===== src/hw/rtl/tcc_pkg.sv =====
// ----------------------------------------------------------------------------
// tcc_pkg: shared types and constants of the tiled cross-correlator
// station counts, output field widths and the control structs between units
// ----------------------------------------------------------------------------
`default_nettype none

package tcc_pkg;

    localparam int X_STATIONS       = 3;
    localparam int Y_STATIONS       = 3;
    localparam int POL_PAIRS        = 4;
    localparam int NUM_SUMS         = X_STATIONS * Y_STATIONS * POL_PAIRS;
    localparam int COUNT_BITS       = $clog2(NUM_SUMS + 1);
    localparam int X_IDX_BITS       = (X_STATIONS > 1) ? $clog2(X_STATIONS) : 1;
    localparam int Y_IDX_BITS       = (Y_STATIONS > 1) ? $clog2(Y_STATIONS) : 1;
    localparam int POL_BITS         = 2;
    localparam int IDX_OUT_BITS     = 2;
    localparam int SAMPLE_WORD_BITS = 32;
    localparam int SUM_OUT_BITS     = 32;
    localparam int COMPS            = 4;

    // per-cycle control broadcast to every correlator cell
    typedef struct packed {
        logic acc;      // a step's products are valid at the adders
        logic dump;     // that step closes the integration
        logic shift;    // the dump chain moves one place toward the head
    } cell_ctl_t;

    // status of the output sequencer
    typedef struct packed {
        logic busy;     // dump chain still holds sums to deliver
        logic shift;    // head sum taken this cycle
    } drain_stat_t;

endpackage

`default_nettype wire


===== src/hw/rtl/tcc_drain.sv =====
// ----------------------------------------------------------------------------
// tcc_drain: output sequencer of the dump chain
// counts sums left and walks the station and polarization indices
// ----------------------------------------------------------------------------
`default_nettype none

module tcc_drain (
    input  wire logic                              clk,
    input  wire logic                              rst_n,
    input  wire logic                              load,
    input  wire logic                              out_stall,
    output logic                                   out_valid,
    output logic [tcc_pkg::IDX_OUT_BITS-1:0]       x_station,
    output logic [tcc_pkg::IDX_OUT_BITS-1:0]       y_station,
    output logic [tcc_pkg::POL_BITS-1:0]           pol_pair,
    output logic                                   last_result,
    output tcc_pkg::drain_stat_t                   stat
);

    localparam int CB = tcc_pkg::COUNT_BITS;
    localparam int XB = tcc_pkg::X_IDX_BITS;
    localparam int YB = tcc_pkg::Y_IDX_BITS;
    localparam int PB = tcc_pkg::POL_BITS;
    localparam int IB = tcc_pkg::IDX_OUT_BITS;

    logic [CB-1:0] count_reg;
    logic [CB-1:0] count_next;
    logic [XB-1:0] xs_reg;
    logic [XB-1:0] xs_next;
    logic [YB-1:0] ys_reg;
    logic [YB-1:0] ys_next;
    logic [PB-1:0] pol_reg;
    logic [PB-1:0] pol_next;
    logic          take;

    assign out_valid = (count_reg != '0);
    assign take      = out_valid && !out_stall;

    always_comb begin
        count_next = count_reg;
        xs_next    = xs_reg;
        ys_next    = ys_reg;
        pol_next   = pol_reg;
        if (load) begin
            count_next = CB'(tcc_pkg::NUM_SUMS);
            xs_next    = '0;
            ys_next    = '0;
            pol_next   = '0;
        end else if (take) begin
            count_next = count_reg - 1'b1;
            pol_next   = pol_reg + 1'b1;
            if (pol_reg == PB'(tcc_pkg::POL_PAIRS - 1)) begin
                if (xs_reg == XB'(tcc_pkg::X_STATIONS - 1)) begin
                    xs_next = '0;
                    ys_next = (ys_reg == YB'(tcc_pkg::Y_STATIONS - 1)) ? '0 : ys_reg + 1'b1;
                end else begin
                    xs_next = xs_reg + 1'b1;
                end
            end
        end
    end

    always_ff @(posedge clk or negedge rst_n) begin
        if (!rst_n) begin
            count_reg <= '0;
            xs_reg    <= '0;
            ys_reg    <= '0;
            pol_reg   <= '0;
        end else begin
            count_reg <= count_next;
            xs_reg    <= xs_next;
            ys_reg    <= ys_next;
            pol_reg   <= pol_next;
        end
    end

    assign x_station   = IB'(xs_reg);
    assign y_station   = IB'(ys_reg);
    assign pol_pair    = pol_reg;
    assign last_result = (count_reg == CB'(1));
    assign stat.busy   = out_valid;
    assign stat.shift  = take;

`ifndef SYNTHESIS
    a_load_when_empty: assert property (@(posedge clk) disable iff (!rst_n)
        load |-> (count_reg == '0))
        else $error("dump loaded while chain still draining");

    a_load_fills: assert property (@(posedge clk) disable iff (!rst_n)
        load |=> (out_valid && count_reg == CB'(tcc_pkg::NUM_SUMS)))
        else $error("dump load did not fill the chain");

    a_last_ends: assert property (@(posedge clk) disable iff (!rst_n)
        (take && last_result) |=> !out_valid)
        else $error("word after the last result of a dump");

    a_last_index: assert property (@(posedge clk) disable iff (!rst_n)
        last_result |-> (pol_reg == PB'(tcc_pkg::POL_PAIRS - 1)
            && xs_reg == XB'(tcc_pkg::X_STATIONS - 1)
            && ys_reg == YB'(tcc_pkg::Y_STATIONS - 1)))
        else $error("last result flagged at the wrong index");
`endif

endmodule

`default_nettype wire


===== config.mk =====
export PLATFORM = sky130hd
export DESIGN_NAME = tcc_drain
export DESIGN_NICKNAME = d
export VERILOG_FILES = /design/src/hw/rtl/tcc_pkg.sv /design/src/hw/rtl/tcc_drain.sv
export SDC_FILE = /design/constraint.sdc
export NUM_CORES = 1
export LEC_CHECK = 0
export ABC_CLOCK_PERIOD_IN_PS = 2000
export BUFFER_PORTS_ARGS = -buffer_cell sky130_fd_sc_hd__buf_2
export CAP_MARGIN = 20
export CORE_AREA = 5 5 51 53
export DETAILED_ROUTE_END_ITERATION = 8
export DIE_AREA = 0 0 56 58
export PLACE_DENSITY = 0.65
export SKIP_LAST_GASP = 1
export SLEW_MARGIN = 15
export SYNTH_ARGS = -nofsm -noshare
export SYNTH_HDL_FRONTEND = slang
export SYNTH_SLANG_ARGS = --single-unit

===== constraint.sdc =====
create_clock -name clk -period 2 [get_ports clk]
set_input_delay 0.4 -clock clk [delete_from_list [all_inputs] [get_ports clk]]
set_output_delay 0.4 -clock clk [all_outputs]
set_load 0.02 [all_outputs]

==> results of run 1 <==
## cell usage after synthesis
cell	instances	area, sq um
clkbuf_1	2	7.51
and2b_2	1	8.76
nor3_1	3	15.0
nand2b_1	6	37.5
a2111oi_4	1	27.5
inv_1	4	15.0
dfrtp_1	12	300
a21oi_2	1	8.76
a211o_2	1	10.0
nand2_1	4	15.0
and2_2	1	7.51
nor2_1	8	30.0
nor4_4	1	21.3
a21oi_4	1	16.3
mux2_4	4	60.1
or4_4	1	11.3
nor2b_1	3	18.8
a211o_1	1	8.76
o31a_1	1	8.76
mux2i_1	4	40.0
ha_1	3	37.5
nor4b_1	1	8.76
a21oi_1	3	15.0
buf_2	1	5.00
o41ai_1	1	8.76
mux2_2	1	11.3
buf_4	2	15.0
## through the flow
| step | hold slack (ps) | total power [mW] | TNS, ps |
|---|---|---|---|
| 5_1_grt | 1.39 | 0.573 | -43.6 |
| 3_5_place_dp | 297 | 0.389 | 0 |
| 3_3_place_gp | 299 | 0.388 | 0 |
| 2_1_floorplan | 104 | 0.362 | 0 |
| 4_1_cts | 0.719 | 0.541 | 0 |
| 6_report | 4.31 | 0.536 | 0 |
## kinds of logic (layout without fill, tap and decap cells)
logic type,count (synthesis),after routing,share of synthesized area [%]
and+or+nand+nor,29,29,22.6
muxes,9,9,14.5
adders and majority gates,3,3,4.88
AOI/OAI and AO/OA,10,10,13.5
DFF,12,12,39.0
buffers and inverters,9,22,5.53
## layer usage
| layer | share of wire [%] | vias up | track usage [%] |
|---|---|---|---|
| met5 | 0 | - | 0 |
| met4 | 1.0 | 0 | 4.07 |
| met3 | 4.7 | 2 | 4.23 |
| met2 | 51 | 11 | 17.9 |
| met1 | 43 | 274 | 10.9 |
| li1 | - | 273 | - |
## power breakdown
| part | internal (mW) | leakage (nW) | switching (mW) | total (mW) |
|---|---|---|---|---|
| combinational | 0.0509 | 0.217 | 0.0619 | 0.113 |
| sequential | 0.257 | 0.155 | 0.0184 | 0.276 |
| clock | 0.0696 | 0.0138 | 0.0778 | 0.147 |
## final cells by class
cell class              count  area (sq um)  share of cell area, %
multi-input cells          51           429                   48.7
repair buffers             15          80.1                   9.08
flip-flops and latches     12           300                   34.0
clock buffers               3          22.5                   2.55
inverters                   4          15.0                   1.70
well taps                  28          35.0                   3.97
## layout by cell type (no fill, tap or decap), drive strengths merged
cell / netlist / routed
dfrtp: 12 / 12
nor3: 3 / 3
nor4: 1 / 1
and2b: 1 / 1
a211o: 2 / 2
or4: 1 / 1
nor2: 8 / 8
clkbuf: 2 / 3
nor2b: 3 / 3
a2111oi: 1 / 1
o31a: 1 / 1
nand2: 4 / 4
inv: 4 / 4
buf: 3 / 15
a21oi: 5 / 5
and2: 1 / 1
nand2b: 6 / 6
nor4b: 1 / 1
mux2: 5 / 5
ha: 3 / 3
o41ai: 1 / 1
mux2i: 4 / 4
## worst paths after layout
| path | from | endpoint | slack [ps] | cells after the start |
|---|---|---|---|---|
| hold / removal | rst_n | count_reg[2] | 4 | 1 |
| setup / recovery | count_reg[4] | last_result | 40 | 3 |
| min in group clk | out_stall | count_reg[2] | 410 | 2 |
| hold reg to reg | pol_pair[1] | pol_pair[1] | 570 | 2 |
| max in group asynchronous | rst_n | x_station[0] | 1760 | 1 |
| setup reg to reg | count_reg[4] | y_station[0] | 350 | 4 |
## worst max-delay path, stage by stage (launching register included)
cell and delay (ps):
dfrtp_1 440, nor4_4 480, and2_2 210, buf_2 160
## timing repair
| item | in CTS | in global routing |
|---|---|---|
| gates resized for setup | 0 | 1 |
| setup endpoints to repair | 1 | 4 |
| buffers inserted | 1 | 0 |
| pin swaps | 1 | 1 |
==> results.json, run 1 <==
{
  "clk_latency_ps": 270,
  "portBuffers": 13,
  "place_congestion": 0.713,
  "power.density_nw_per_um2": 608,
  "die_y_microns": 58,
  "cts.hold.buffers_added": 0,
  "largest_reg_flops": 6,
  "finalSetupViolCount": 0,
  "antenna_found_initial": 0,
  "synth.ff_latch_count": 12,
  "grt_pass1_vias": 575,
  "synth_nets": 79,
  "ant_nets": 0,
  "status": "completed",
  "max_freq_ghz": 0.510,
  "worstPathRequired_ps": 1600,
  "finalCriticalPeriod_ps": 1960,
  "cts_root_buffer": "clkbuf_4",
  "routed_wl_mm": 1.40,
  "num_vias": 560,
  "hold_viol_final": 0,
  "skew_ps": 6.78,
  "grt_max_degree": 21,
  "htreeDepth": 1,
  "ios": 14,
  "cellLeakagePower_nw": 0.386,
  "placed_area_sq_um": 850,
  "antenna_cells": 0,
  "synth_area_per_cell_sq_um": 10.7,
  "drtIter0Drc": 5,
  "dp_slack_ps": 294,
  "relSlewSlack_pct": 70.8,
  "cp-start-kind": "flop",
  "grt_setup_unrepaired": "true",
  "netlist_instances": 72,
  "fillers": 216,
  "tightestPinTransition_ps": 434,
  "row_count": 17,
  "die_x_microns": 56,
  "cts_sinks": 12,
  "first_pass_iters": 3,
  "crit_type": "reg -> out",
  "drv_slew": 0,
  "period_share_pct": 97.9,
  "layout-area-overhead-vs-synth_pct": 14.6,
  "grt_first_pass_wirelength_mm": 2.54,
  "grt-ovfl-total": 0,
  "maxCapViolCount": 0,
  "grt_util_all_layers_pct": 10.2,
  "worstHoldPathType": "in -> async",
  "syn_area_sq_um": 769,
  "layout.nets": 94,
  "drc_errors": 0,
  "ys_warn_count": 0,
  "setup_ws_ps": 41.0,
  "yosysUniqueCellTypes": 27,
  "cts_made_buffers": 3,
  "coreArea_sq_um": 2110,
  "drive_gt1_share_pct": 37.6,
  "ys_seq_area_share_pct": 39.0,
  "clk_pin_slew_ps": 80,
  "hpwl_mm": 1.01,
  "cp.arrival_ps": 1560,
  "clockBufferDepth": 2,
  "initial_core_util_pct": 36.5,
  "cts_tree": "built",
  "via_per_inst": 4.96,
  "wire_per_inst_microns": 12.4,
  "cp-end-kind": "output port",
  "final_cell_count_no_fill": 113,
  "worstPathMaxFanout": 6,
  "fin_area_sq_um": 882,
  "vdd_drop_max_mv": 0.386,
  "die_area_sq_um": 3250,
  "final_core_util_pct": 41.9,
  "dp.cells": 109
}
(Power assumes the default switching activity.)
==> run 2, diff against run 1 <==
--- a/config.mk
+++ b/config.mk
@@ -8,10 +8,12 @@
 export ABC_CLOCK_PERIOD_IN_PS = 2000
 export BUFFER_PORTS_ARGS = -buffer_cell sky130_fd_sc_hd__buf_2
 export CAP_MARGIN = 20
-export CORE_AREA = 5 5 51 53
+export CELL_PAD_IN_SITES_DETAIL_PLACEMENT = 1
+export CELL_PAD_IN_SITES_GLOBAL_PLACEMENT = 2
+export CORE_AREA = 5 5 54 56
 export DETAILED_ROUTE_END_ITERATION = 8
-export DIE_AREA = 0 0 56 58
-export PLACE_DENSITY = 0.65
+export DIE_AREA = 0 0 59 61
+export PLACE_DENSITY = 0.82
 export SKIP_LAST_GASP = 1
 export SLEW_MARGIN = 15
 export SYNTH_ARGS = -nofsm -noshare
==> results.json, run 2 (same netlist as run 1, synthesis figures left out) <==
{
  "grt_first_pass_wirelength_mm": 2.80,
  "violations": "hold timing",
  "holdWs_ps": -7.53,
  "vdd_drop_max_mv": 0.272,
  "rr_worst_depth": 3,
  "drive_gt1_share_pct": 38.4,
  "largest_reg_flops": 6,
  "num_vias": 582,
  "routed_wl_mm": 1.58,
  "cp-start-kind": "flop",
  "antenna_cells": 0,
  "first_pass_iters": 2,
  "layout.nets": 95,
  "skew_ps": 5.91,
  "dp.cells": 111,
  "place_congestion": 0.653,
  "final_cell_count_no_fill": 116,
  "row_count": 18,
  "slowest_stage": "dfrtp_1",
  "crit_path_cell_trace": "nor4_4 -> buf_4 -> a21oi_4 -> buf_2",
  "ant_nets": 0,
  "grt_max_degree": 21,
  "worstReg2RegEnd": "count_reg[5]",
  "status": "finished with violations",
  "cp-end-kind": "output port",
  "die_x_microns": 59,
  "setup_tns_ps": 0,
  "clk_pin_slew_ps": 70,
  "via_per_inst": 5.02,
  "initial_core_util_pct": 32.2,
  "final_common_cell": "buf_2",
  "tightestPinTransition_ps": 339,
  "portBuffers": 13,
  "cts_sinks": 12,
  "crit_type": "reg -> out",
  "hpwl_mm": 1.17,
  "coreArea_sq_um": 2390,
  "final_core_util_pct": 37.4,
  "cts_tree": "built",
  "cts_root_buffer": "clkbuf_4",
  "finalSetupViolCount": 0,
  "cts.hold.buffers_added": 0,
  "crit_buf_inv": 2,
  "power.density_nw_per_um2": 606,
  "timing.rr.start": "count_reg[2]",
  "drc_errors": 0,
  "cp.arrival_ps": 1490,
  "clockBufferDepth": 2,
  "die_y_microns": 61,
  "worstPathMaxFanout": 5,
  "multi_input_area_sq_um": 429,
  "drtIter0Drc": 5,
  "final_cell_mix": "buf_2, dfrtp_1, nor2_1",
  "clk_latency_ps": 280,
  "layout-area-overhead-vs-synth_pct": 15.9,
  "wire_per_inst_microns": 13.6,
  "cellLeakagePower_nw": 0.391,
  "htreeDepth": 1,
  "grt_util_all_layers_pct": 10.7,
  "cts_made_buffers": 3,
  "rrSetupSlack_ps": 360,
  "maxCapViolCount": 0,
  "fillers": 308,
  "total_power_uw": 541,
  "antenna_found_initial": 0,
  "drv_slew": 0,
  "ios": 14,
  "grt-ovfl-total": 0,
  "relSlewSlack_pct": 77.1,
  "die_area_sq_um": 3600,
  "max_stage_delay_ps": 440,
  "area.sequential_sq_um": 300,
  "grt_pass1_vias": 616,
  "period_share_pct": 94.4,
  "hold_viol_final": 6,
  "finalCriticalPeriod_ps": 1890,
  "max_freq_ghz": 0.530,
  "worstPathRequired_ps": 1600,
  "worstHoldPathType": "in -> async",
  "cp.depth": 4,
  "path_delay_family": "flip-flops",
  "grt_setup_unrepaired": "false"
}
[run 2: through the flow]
step | cell area, sq um | worst slack (ps)
6_report | 892 | 112
3_5_place_dp | 852 | 277
2_1_floorplan | 769 | 124
3_3_place_gp | 852 | 323
4_1_cts | 882 | 53.6
5_1_grt | 892 | 10.3
[run 2: how the worst max path moves through the flow]
| stage | end | slack (ps) | start |
|---|---|---|---|
| 5_1_grt | stat[0] | 10 | count_reg[4] |
| 3_5_place_dp | stat[0] | 280 | count_reg[0] |
| 2_1_floorplan | stat[1] | 120 | count_reg[4] |
| 4_1_cts | out_valid | 50 | count_reg[0] |
| 3_3_place_gp | stat[0] | 320 | count_reg[0] |
| 6_report | stat[0] | 110 | count_reg[4] |
[run 2: timing repair]
item / 4_1_cts / 5_1_grt
cloned: 0 / 0
gates resized for setup: 0 / 1
buffers inserted: 1 / 1
pin swaps: 1 / 1
setup endpoints to repair: 1 / 3
[run 2: layer usage]
| metal | global-route usage, % | share of wire (%) | vias up |
|---|---|---|---|
| met5 | 0 | 0 | - |
| met4 | 7.77 | 3.4 | 0 |
| met3 | 1.28 | 3.1 | 5 |
| met2 | 17.8 | 49 | 11 |
| met1 | 12.8 | 44 | 290 |
| li1 | - | - | 276 |
[run 2: worst reg2reg max path, delay by kind of cell (launching register included)]
family           cells  cell delay, ps
AND/OR/NAND/NOR      1             550
flip-flops           1             470
AO/OA/AOI/OAI        2             510
[run 2: report_power, final]
group	internal, mW	total [mW]	switching [mW]
combinational	0.0512	0.115	0.0636
clock	0.0698	0.149	0.0789
sequential	0.257	0.277	0.0200
[run 2: layout make-up]
cell class / instances / share of cell area, %
Sequential cell: 12 / 33.7
Tap cell: 30 / 4.21
Inverter: 4 / 1.68
Multi-Input combinational cell: 51 / 48.1
Timing Repair Buffer: 16 / 9.82
Clock buffer: 3 / 2.52
