--- src/hw/rtl/tcc_pkg.sv ---
// ----------------------------------------------------------------------------
// tcc_pkg: shared types and constants of the tiled cross-correlator
// station counts, output field widths and the control structs between units
// ----------------------------------------------------------------------------
`default_nettype none

package tcc_pkg;

    localparam int X_STATIONS       = 3;
    localparam int Y_STATIONS       = 3;
    localparam int POL_PAIRS        = 4;
    localparam int NUM_SUMS         = X_STATIONS * Y_STATIONS * POL_PAIRS;
    localparam int COUNT_BITS       = $clog2(NUM_SUMS + 1);
    localparam int X_IDX_BITS       = (X_STATIONS > 1) ? $clog2(X_STATIONS) : 1;
    localparam int Y_IDX_BITS       = (Y_STATIONS > 1) ? $clog2(Y_STATIONS) : 1;
    localparam int POL_BITS         = 2;
    localparam int IDX_OUT_BITS     = 2;
    localparam int SAMPLE_WORD_BITS = 32;
    localparam int SUM_OUT_BITS     = 32;
    localparam int COMPS            = 4;

    // per-cycle control broadcast to every correlator cell
    typedef struct packed {
        logic acc;      // a step's products are valid at the adders
        logic dump;     // that step closes the integration
        logic shift;    // the dump chain moves one place toward the head
    } cell_ctl_t;

    // status of the output sequencer
    typedef struct packed {
        logic busy;     // dump chain still holds sums to deliver
        logic shift;    // head sum taken this cycle
    } drain_stat_t;

endpackage

`default_nettype wire

--- src/hw/rtl/tcc_cell.sv ---
// ----------------------------------------------------------------------------
// tcc_cell: one baseline and polarization pair of the correlator
// multiplies x by conj(y), accumulates with saturation, and holds one link
// of the dump chain
// ----------------------------------------------------------------------------
`default_nettype none

module tcc_cell #(
    parameter int SAMPLE_BITS = 8,
    parameter int ACC_BITS    = 32
) (
    input  wire logic                          clk,
    input  wire logic                          rst_n,
    input  wire logic signed [SAMPLE_BITS-1:0] x_re,
    input  wire logic signed [SAMPLE_BITS-1:0] x_im,
    input  wire logic signed [SAMPLE_BITS-1:0] y_re,
    input  wire logic signed [SAMPLE_BITS-1:0] y_im,
    input  wire tcc_pkg::cell_ctl_t            ctl,
    input  wire logic signed [ACC_BITS-1:0]    chain_re_in,
    input  wire logic signed [ACC_BITS-1:0]    chain_im_in,
    output logic signed [ACC_BITS-1:0]         chain_re_out,
    output logic signed [ACC_BITS-1:0]         chain_im_out
);

    localparam int PW       = 2 * SAMPLE_BITS;
    localparam int CW       = PW + 1;
    localparam int SUM_BITS = ((ACC_BITS > CW) ? ACC_BITS : CW) + 1;

    logic signed [PW-1:0]       p_rr_reg;
    logic signed [PW-1:0]       p_ii_reg;
    logic signed [PW-1:0]       p_ir_reg;
    logic signed [PW-1:0]       p_ri_reg;
    logic signed [ACC_BITS-1:0] acc_re_reg;
    logic signed [ACC_BITS-1:0] acc_im_reg;
    logic signed [ACC_BITS-1:0] acc_re_next;
    logic signed [ACC_BITS-1:0] acc_im_next;
    logic signed [ACC_BITS-1:0] dump_re_reg;
    logic signed [ACC_BITS-1:0] dump_im_reg;
    logic signed [SUM_BITS-1:0] sum_re;
    logic signed [SUM_BITS-1:0] sum_im;

    // saturate a wide sum to the signed accumulator range
    function automatic logic signed [ACC_BITS-1:0] saturate(
        input logic signed [SUM_BITS-1:0] s
    );
        logic signed [ACC_BITS-1:0] r;
        if (s[SUM_BITS-1:ACC_BITS-1] == '0 || s[SUM_BITS-1:ACC_BITS-1] == '1) begin
            r = s[ACC_BITS-1:0];
        end else if (s[SUM_BITS-1]) begin
            r = {1'b1, {(ACC_BITS-1){1'b0}}};
        end else begin
            r = {1'b0, {(ACC_BITS-1){1'b1}}};
        end
        return r;
    endfunction

    // multiplier stage
    always_ff @(posedge clk) begin
        p_rr_reg <= PW'(x_re) * PW'(y_re);
        p_ii_reg <= PW'(x_im) * PW'(y_im);
        p_ir_reg <= PW'(x_im) * PW'(y_re);
        p_ri_reg <= PW'(x_re) * PW'(y_im);
    end

    // real: xr*yr + xi*yi, imag: xi*yr - xr*yi
    always_comb begin
        sum_re = SUM_BITS'(acc_re_reg) + SUM_BITS'(p_rr_reg) + SUM_BITS'(p_ii_reg);
        sum_im = SUM_BITS'(acc_im_reg) + SUM_BITS'(p_ir_reg) - SUM_BITS'(p_ri_reg);
        acc_re_next = saturate(sum_re);
        acc_im_next = saturate(sum_im);
    end

    always_ff @(posedge clk or negedge rst_n) begin
        if (!rst_n) begin
            acc_re_reg <= '0;
            acc_im_reg <= '0;
        end else if (ctl.acc) begin
            if (ctl.dump) begin
                acc_re_reg <= '0;
                acc_im_reg <= '0;
            end else begin
                acc_re_reg <= acc_re_next;
                acc_im_reg <= acc_im_next;
            end
        end
    end

    // dump chain link
    always_ff @(posedge clk) begin
        if (ctl.acc && ctl.dump) begin
            dump_re_reg <= acc_re_next;
            dump_im_reg <= acc_im_next;
        end else if (ctl.shift) begin
            dump_re_reg <= chain_re_in;
            dump_im_reg <= chain_im_in;
        end
    end

    assign chain_re_out = dump_re_reg;
    assign chain_im_out = dump_im_reg;

endmodule

`default_nettype wire

--- config.mk ---
export PLATFORM = sky130hd
export DESIGN_NAME = tcc_cell
export DESIGN_NICKNAME = d
export VERILOG_FILES = /design/src/hw/rtl/tcc_pkg.sv /design/src/hw/rtl/tcc_cell.sv
export SDC_FILE = /design/constraint.sdc
export NUM_CORES = 1
export LEC_CHECK = 0
export BUFFER_PORTS_ARGS = -buffer_cell sky130_fd_sc_hd__buf_2
export CAP_MARGIN = 20
export CORE_ASPECT_RATIO = 0.9
export CORE_MARGIN = 3
export CORE_UTILIZATION = 48
export DETAILED_ROUTE_END_ITERATION = 8
export GPL_ROUTABILITY_DRIVEN = 0
export PLACE_DENSITY = 0.75
export SLEW_MARGIN = 20
export SYNTH_ARGS = -nofsm -noshare
export SYNTH_HDL_FRONTEND = slang
export SYNTH_SLANG_ARGS = --single-unit
--- constraint.sdc ---
create_clock -name clk -period 11.6 [get_ports clk]
set_input_delay 1.74 -clock clk [delete_from_list [all_inputs] [get_ports clk]]
set_output_delay 1.74 -clock clk [all_outputs]
set_load 0.01 [all_outputs]
==> results.yml, run 1 <==
setup_path:
  path_class: "in -> reg"
  worstRegToRegCells: 13
  r2r-start: "p_ir_reg[15]"
  worstPathCellList: "buf_2 > and2_1 > fa_1 > inv_1 > fa_1 > inv_1 > fa_1 > inv_1 > fa_1 > inv_1 > ha_1 > o21ai_0 > a21boi_0 > o21ai_0 > a21boi_0 > o21ai_0 > nand2_1 > o311ai_0"
  arrival_ps: 6130
  cp_slowest_stage_delay_ps: 540
  crit_buf_inv: 5
  crit_path_top_delay_cell: "fa_1"
  required_ps: 11940
  rrSetupSlack_ps: 6690
  start_kind: "input port"
  crit_family: "adder cells"
  r2r_end: "chain_im_out[3]"
  setup.worst_path.end_class: "flip-flop"
  crit_fanout: 16
final_layout:
  seq_area_sq_mm: 0.00480
  multiInputGateArea_sq_mm: 0.0152
  num-nets-final: 3044
  syn_to_final_growth_pct: 8.74
  fill_cells: 4037
  drive_above_1_share: 0.104
hold_path:
  min_to: "acc_im_reg[0]"
  hold_class: "reg -> reg"
  worstHoldPathCells: 2
  worstHoldStart: "acc_im_reg[0]"
global_routing:
  grt_pass1_vias: 17200
  grt_overflow: 0
  grt_max_degree: 65
  grt_usage: 0.219
  grt_pass1_wl_um: 86100
  antenna_found_initial: 6
sta:
  skew_ps: 18.5
  post-route-period-util: 0.500
  fin_crit_ps: 5800
  slew_viol_final: 0
  worst_pin_slew_ps: 1110
  hold_viol: 0
  fmax_mhz: 172
  finalSetupTns_ps: 0
  setup_viol: 0
  layout_setup_ws_ps: 5800
  slew_headroom: 0.258
  rsz0062_at_grt: "no"
floorplanning:
  core_area_sq_mm: 0.0455
  die-area_sq_mm: 0.0488
  initial_core_util: 0.487
  row_count: 74
  design.portCount: 165
  die_w_um: 232
  die_height_um: 210
clock_tree:
  clock_sinks: 192
  postCtsSetupRepairBufs: 0
  cts_buffers: 17
  cts_resized: 0
  cts.clk_slew.worst_paths_ps: 70
  cts_hold_repair.buffers: 0
  clockRootBuffer: "clkbuf_16"
  cts_tree: "built"
  clk_path_buf_depth: 2
  clock_latency_ps: 460
  htreeDepth: 4
routing:
  m1WireLength_um: 24100
  via_per_inst: 5.37
  top_layer: "met5"
  dr.pass1.iters: 5
  wire_per_inst_um: 16.7
  drt-total-wl_um: 51900
  drc: 0
  final_antenna_net_count: 0
  drt-initial-drc-count: 1108
  num_vias: 16700
  wl_met3_um: 2890
  wl_met2_um: 23900
synthesis:
  synth_edf_count: 64
  async_reset_ff_frac: 0.333
  muxShareOfSynthArea: 0.00249
  synth-xor-area-share: 0.0443
  synthSimpleGateAreaFrac: 0.130
  synth_area_sq_mm: 0.0221
  syn-num-nets: 2938
  synth_compound_area_frac: 0.146
  synth_cell_types: 81
  synthFlopType: "edfxtp_1"
  synthAdderAreaFrac: 0.362
  yosys_warnings: 0
  seq_area_frac_synth: 0.217
  synth_top_family_by_area: "adder cells"
  syn_inst: 2372
  synth-seq-cells: 192
  synth.avg_cell_area_sq_um: 9.34
job:
  cap_viol_max_count: 0
place:
  hpwl_um: 41300
  dp_slack_ps: 5340
  io_buffers: 164
outcome:
  status: "finished, final reports clean"
-- final cells by class --
cell class                      instances  share of cell area
Multi-Input combinational cell       1620               0.631
Clock inverter                         15             0.00722
Sequential cell                       192               0.200
Timing Repair Buffer                  176              0.0395
Tap cell                              608              0.0316
Antenna cell                            4            0.000416
Inverter                              471              0.0734
Clock buffer                           17              0.0177
-- metal layers --
layer,vias up,GRT usage
li1,7874,-
met1,8261,0.308
met2,450,0.353
met3,62,0.0330
met4,4,0.0596
met5,-,0
-- cells in the final DEF (no fill, tap or decap), types with 35 or more instances in the layout --
| cell type | synthesis | layout |
|---|---|---|
| nor2b_1 | 35 | 35 |
| and2_1 | 180 | 179 |
| edfxtp_1 | 64 | 64 |
| dfxtp_1 | 64 | 64 |
| ha_1 | 180 | 180 |
| o21ai_0 | 106 | 106 |
| nor2_1 | 83 | 83 |
| fa_1 | 285 | 285 |
| buf_2 | 19 | 164 |
| dfrtp_1 | 64 | 64 |
| nand2_1 | 153 | 152 |
| inv_1 | 470 | 470 |
| xnor2_1 | 81 | 81 |
| a21oi_1 | 140 | 140 |
-- worst reg2reg max path: stages (launching register included) --
cell     delay [ps]
dfxtp_1         450
inv_1           290
buf_4           310
fa_1            580
inv_1            50
ha_1            380
and3_1          260
and2_1          210
a221o_1         300
a31o_1          210
a31oi_4         240
xnor2_4         340
a21oi_4         740
a21oi_1         240
-- kinds of logic after synthesis --
kind of cell               count (synthesis)
DFF                                      192
buffers and inverters                    560
muxes                                      5
and+or+nand+nor                          556
AOI/OAI and AO/OA                        478
xor gates and xnor gates                 109
adders and majority gates                472
-- how the worst max path moves through the flow --
stage,startpoint,to,slack [ps],cells after the start
global placement,x_im[5],p_ii_reg[14],5610,18
detailed placement,y_re[2],p_rr_reg[14],5340,18
finish,y_re[2],p_rr_reg[14],5800,18
floorplan,y_re[2],p_ir_reg[14],5870,18
CTS,y_re[2],p_rr_reg[14],5820,18
global route,y_re[2],p_rr_reg[14],5380,18
-- cells in the mapped netlist, types with 8 or more instances --
cell / count / area [sq um]
or3_1: 8 / 50.1
edfxtp_1: 64 / 1920
o21ai_0: 106 / 531
a21oi_1: 140 / 701
o21a_1: 13 / 97.6
a31oi_1: 13 / 81.3
inv_1: 470 / 1760
a211oi_1: 8 / 60.1
xor2_1: 26 / 228
nor2b_1: 35 / 219
xnor2_1: 81 / 709
a21boi_0: 13 / 97.6
nand2b_1: 15 / 93.8
nand2_1: 153 / 574
nand4_1: 15 / 93.8
a21o_1: 34 / 255
o31ai_1: 9 / 67.6
dfxtp_1: 64 / 1280
dfrtp_1: 64 / 1600
a221oi_2: 18 / 270
nand3_1: 18 / 90.1
ha_1: 180 / 2250
clkbuf_1: 62 / 233
buf_2: 19 / 95.1
nor3_1: 20 / 100
o21ai_1: 19 / 95.1
fa_1: 285 / 5710
and2_1: 180 / 1130
nor2_1: 83 / 312
o211ai_1: 14 / 105
o2bb2ai_1: 20 / 175
-- metrics by stage --
| stage | util | instances | hold slack, ps | instance area [sq um] |
|---|---|---|---|---|
| 5_1_grt | 0.530 | 3101 | 529 | 24100 |
| 3_5_place_dp | 0.515 | 3065 | 479 | 23400 |
| 2_1_floorplan | - | 2372 | 443 | 22100 |
| 4_1_cts | 0.528 | 3097 | 501 | 24000 |
| 6_report | 0.530 | 3103 | 499 | 24100 |
| 3_3_place_gp | 0.515 | 3065 | 460 | 23400 |
Power of run 1 is left out: the tool's default activity adds up to more than one toggle a clock period on the data nets, which glitch-free logic cannot reach.
==> run 2: changes to the inputs <==
==> constraint.sdc (replaced) <==
create_clock -name clk -period 5.9 [get_ports clk]
set_input_delay 0.885 -clock clk [delete_from_list [all_inputs] [get_ports clk]]
set_output_delay 0.885 -clock clk [all_outputs]
set_load 0.01 [all_outputs]
==> run 2 against run 1 <==
Via count grew 0.34%. Global-route usage fell by 0.19 points. Flip-flop and latch count is the same. Critical path depth did not move. Largest cell class unchanged.
==> results.yml, run 2 (same netlist as run 1, synthesis figures left out) <==
clock_tree:
  cts_tree: "built"
  cts.clk_slew.worst_paths_ps: 70
  clk_path_buf_depth: 2
  clockRootBuffer: "clkbuf_16"
  clock_sinks: 192
  postCtsSetupRepairBufs: 0
  cts_buffers: 17
  htreeDepth: 4
  clock_latency_ps: 460
  cts_hold_repair.buffers: 0
  cts_resized: 0
final_layout:
  final_common_cell: "inv_1"
  syn_to_final_growth_pct: 8.47
  num-nets-final: 3047
  drive_above_1_share: 0.105
  layout_common_cells: "inv_1, fa_1, ha_1, and2_1, buf_2"
  fill_cells: 4109
sta:
  finalSetupTns_ps: 0
  fin_crit_ps: 4840
  slew_headroom: 0.304
  setup_viol: 0
  worst_pin_slew_ps: 1040
  fmax_mhz: 207
  slew_viol_final: 0
  rsz0062_at_grt: "no"
  post-route-period-util: 0.821
  hold_viol: 0
  skew_ps: 18.2
global_routing:
  grt_max_degree: 66
  grt_pass1_vias: 17200
  grt_usage: 0.217
  grt_pass1_wl_um: 85900
  antenna_found_initial: 6
  grt_overflow: 0
routing:
  wire_per_inst_um: 16.5
  via_per_inst: 5.38
  dr.pass1.iters: 5
  num_vias: 16700
  drt-initial-drc-count: 1325
  drc: 0
  drt-total-wl_um: 51300
  final_antenna_net_count: 0
setup_path:
  r2r-start: "p_ii_reg[15]"
  setup.worst_path.end_class: "flip-flop"
  crit_fanout: 16
  required_ps: 6240
  rrSetupSlack_ps: 1110
  worstRegToRegCells: 11
  path_class: "in -> reg"
  r2r_end: "chain_re_out[8]"
  start_kind: "input port"
  arrival_ps: 5180
outcome:
  status: "finished, final reports clean"
place:
  io_buffers: 164
  hpwl_um: 40900
floorplanning:
  die_height_um: 210
  design.portCount: 165
  die-area_sq_mm: 0.0488
  die_w_um: 232
  core_area_sq_mm: 0.0455
  initial_core_util: 0.487
  row_count: 74
hold_path:
  min_to: "acc_im_reg[0]"
  worstHoldStart: "acc_im_reg[0]"
  hold_class: "reg -> reg"
  worstHoldPathCells: 2
job:
  cap_viol_max_count: 0
run 2: cell count changes in the layout (fill, tap and decap cells not counted), sizes merged:
cell      change
clkbuf        +1
buf           +3
clkinv        +1
clkinvlp      +2
inv           -2
bufinv        -2
run 2: worst max path at each step:
stage                 start            end  cells past startpoint
3_3_place_gp        x_im[5]   p_ii_reg[14]                     18
5_1_grt             x_re[3]   p_ri_reg[14]                     18
3_5_place_dp        y_re[2]   p_rr_reg[14]                     18
4_1_cts        p_ir_reg[15]  acc_im_reg[7]                     13
6_report            x_im[5]   p_ii_reg[14]                     18
2_1_floorplan       y_re[2]   p_ir_reg[14]                     18
run 2: critical path, stage by stage:
cell and delay, ps:
buf_2 210, and2_1 220, fa_1 530, inv_1 60, fa_1 530, inv_1 50
fa_1 470, inv_1 50, fa_1 470, inv_1 40, ha_1 310, o21ai_0 120
a21boi_0 140, o21ai_0 250, a21boi_0 180, o21ai_0 240, nand2_1 120, o311ai_0 310
run 2: per-stage QoR:
step	utilization	cells	instance area [sq um]	worst slack, ps	hold slack (ps)
after floorplan	-	2372	22100	1030	443
after detailed placement	0.516	3069	23400	641	471
after CTS	0.528	3101	24000	1020	494
after global placement	0.516	3069	23400	774	459
after global routing	0.528	3104	24000	686	525
final	0.528	3106	24000	1060	494
run 2: area by class of cell:
class                      instances  area (sq um)  share of cell area
multi-input combinational       1620         15200               0.632
clock buffer                      18           429              0.0179
clock inverter                    14           109             0.00453
tap                              608           761              0.0317
timing repair buffer             179           953              0.0397
inverter                         471          1770              0.0736
antenna                            4          10.0            0.000417
sequential                       192          4800               0.200
run 2: per-layer routing:
layer / vias up / part of all wire / GRT usage
li1: 7892 / - / -
met1: 8231 / 0.47 / 0.313
met2: 522 / 0.45 / 0.343
met3: 59 / 0.062 / 0.0333
met4: 4 / 0.014 / 0.0551
met5: - / 0.00051 / 0
Power of run 2 is left out for the same reason.
==> run 3: changes to the inputs <==
==> constraint.sdc (replaced) <==
create_clock -name clk -period 5 [get_ports clk]
set_input_delay 0.75 -clock clk [delete_from_list [all_inputs] [get_ports clk]]
set_output_delay 0.75 -clock clk [all_outputs]
set_load 0.01 [all_outputs]
==> run 3 against run 2 <==
Wire length is 0.67% higher. Register-to-register slack got worse by 620 ps. Flip-flop and latch count unchanged. Non-clock buffer count is 58 higher. Clock skew is 4.1 ps lower. Cell count grew 1.8%. Design area rose by 2.1%. Critical endpoint is now p_ir_reg[14].
==> results.yml, run 3 (same netlist as run 1, synthesis figures left out) <==
floorplanning:
  initial_core_util: 0.487
  die-area_sq_mm: 0.0488
  row_count: 74
  die_w_um: 232
  core_area_sq_mm: 0.0455
  design.portCount: 165
  die_height_um: 210
setup_path:
  required_ps: 5330
  rrSetupSlack_ps: 490
  path_class: "in -> reg"
  r2r_end: "chain_re_out[1]"
  worstRegToRegCells: 12
  start_kind: "input port"
  setup.worst_path.end_class: "flip-flop"
  crit_path_top_delay_cell: "fa_1"
  r2r-start: "p_rr_reg[15]"
  crit_top_cell: "fa_1"
  worstPathCellList: "buf_2 > nand2_1 > fa_1 > inv_1 > fa_1 > inv_1 > fa_1 > fa_1 > inv_1 > ha_1 > nor2b_1 > o21ai_0 > a21boi_0 > o21ai_0 > a21boi_0 > o21ai_0 > nand2_1 > o311ai_0"
  critPathLaunch: "x_im[2]"
  crit_path_end: "p_ir_reg[14]"
  cp_slowest_stage_delay_ps: 480
  arrival_ps: 5010
  crit_fanout: 16
routing:
  dr.pass1.iters: 6
  final_antenna_net_count: 0
  wire_per_inst_um: 16.3
  via_per_inst: 5.34
  num_vias: 16900
  drt-initial-drc-count: 1036
  drc: 0
  drt-total-wl_um: 51700
global_routing:
  grt_usage: 0.219
  antenna_found_initial: 3
  grt_overflow: 0
  grt_pass1_wl_um: 86200
  grt_pass1_vias: 17600
  grt_max_degree: 65
sta:
  worst_pin_slew_ps: 1090
  setup_viol: 0
  slew_viol_final: 0
  hold_viol: 0
  rsz0062_at_grt: "no"
  finalSetupTns_ps: 0
  post-route-period-util: 0.935
  slew_headroom: 0.272
  skew_ps: 14.1
  layout_setup_ws_ps: 324
  fin_crit_ps: 4680
  fmax_mhz: 214
outcome:
  status: "finished, final reports clean"
clock_tree:
  clock_latency_ps: 460
  htreeDepth: 4
  clockRootBuffer: "clkbuf_16"
  cts_tree: "built"
  clock_sinks: 192
  cts.clk_slew.worst_paths_ps: 80
  clk_path_buf_depth: 2
  cts_buffers: 17
place:
  hpwl_um: 42000
  io_buffers: 164
  dp_slack_ps: -70.5
final_layout:
  fill_cells: 4065
  final_common_cell: "inv_1"
  finish.utilization: 0.539
  num-nets-final: 3105
  layout_common_cells: "inv_1, fa_1, ha_1, and2_1, buf_2"
  syn_to_final_growth_pct: 10.7
  drive_above_1_share: 0.125
hold_path:
  hold_class: "in -> async"
job:
  cap_viol_max_count: 0
[run 3: worst min path at each step]
stage / cells past startpoint / from / endpoint / slack, ps
after global placement: 2 / acc_im_reg[0] / acc_im_reg[0] / 470
after global routing: 1 / acc_re_reg[23] / acc_re_reg[23] / 520
after detailed placement: 2 / acc_im_reg[0] / acc_im_reg[0] / 480
after CTS: 2 / acc_im_reg[0] / acc_im_reg[0] / 500
after floorplan: 2 / acc_im_reg[0] / acc_im_reg[0] / 440
final: 2 / rst_n / acc_re_reg[21] / 490
[run 3: worst max-delay path, delay by kind of cell]
family	cells	cell delay [ps]
buffers and inverters	4	520
AND/OR/NAND/NOR	3	390
AO/OA/AOI/OAI	6	1370
adder cells (fa/ha/maj)	5	1970
[run 3: stage by stage]
| step | instances | instance area (sq um) | hold slack (ps) |
|---|---|---|---|
| global route | 3162 | 24500 | 523 |
| global placement | 3127 | 23900 | 468 |
| CTS | 3159 | 24500 | 505 |
| floorplan | 2372 | 22100 | 443 |
| finish | 3162 | 24500 | 495 |
| detailed placement | 3127 | 23900 | 477 |
[run 3: final cells by class]
class | instances | area [sq um] | share of cell area
timing repair buffer | 237 | 1430 | 0.0582
sequential | 192 | 4800 | 0.196
clock buffer | 17 | 425 | 0.0173
antenna | 2 | 5.00 | 0.000204
inverter | 471 | 1770 | 0.0721
tap | 608 | 761 | 0.0310
clock inverter | 15 | 145 | 0.00592
multi-input combinational | 1620 | 15200 | 0.619
[run 3: metal layers]
metal / track usage / share of wire / vias up
li1: - / - / 8024
met1: 0.294 / 0.45 / 8227
met2: 0.357 / 0.46 / 518
met3: 0.0358 / 0.058 / 106
met4: 0.0784 / 0.027 / 2
met5: 0 / 0.00039 / -
[run 3: repair_timing]
item / CTS / global route
endpoints found under the setup margin: 0 / 1
hold endpoints to repair: 0 / 0
buffers inserted: 0 / 0
gates resized for setup: 0 / 1
hold buffers: 0 / 0
Power of run 3 is left out for the same reason.
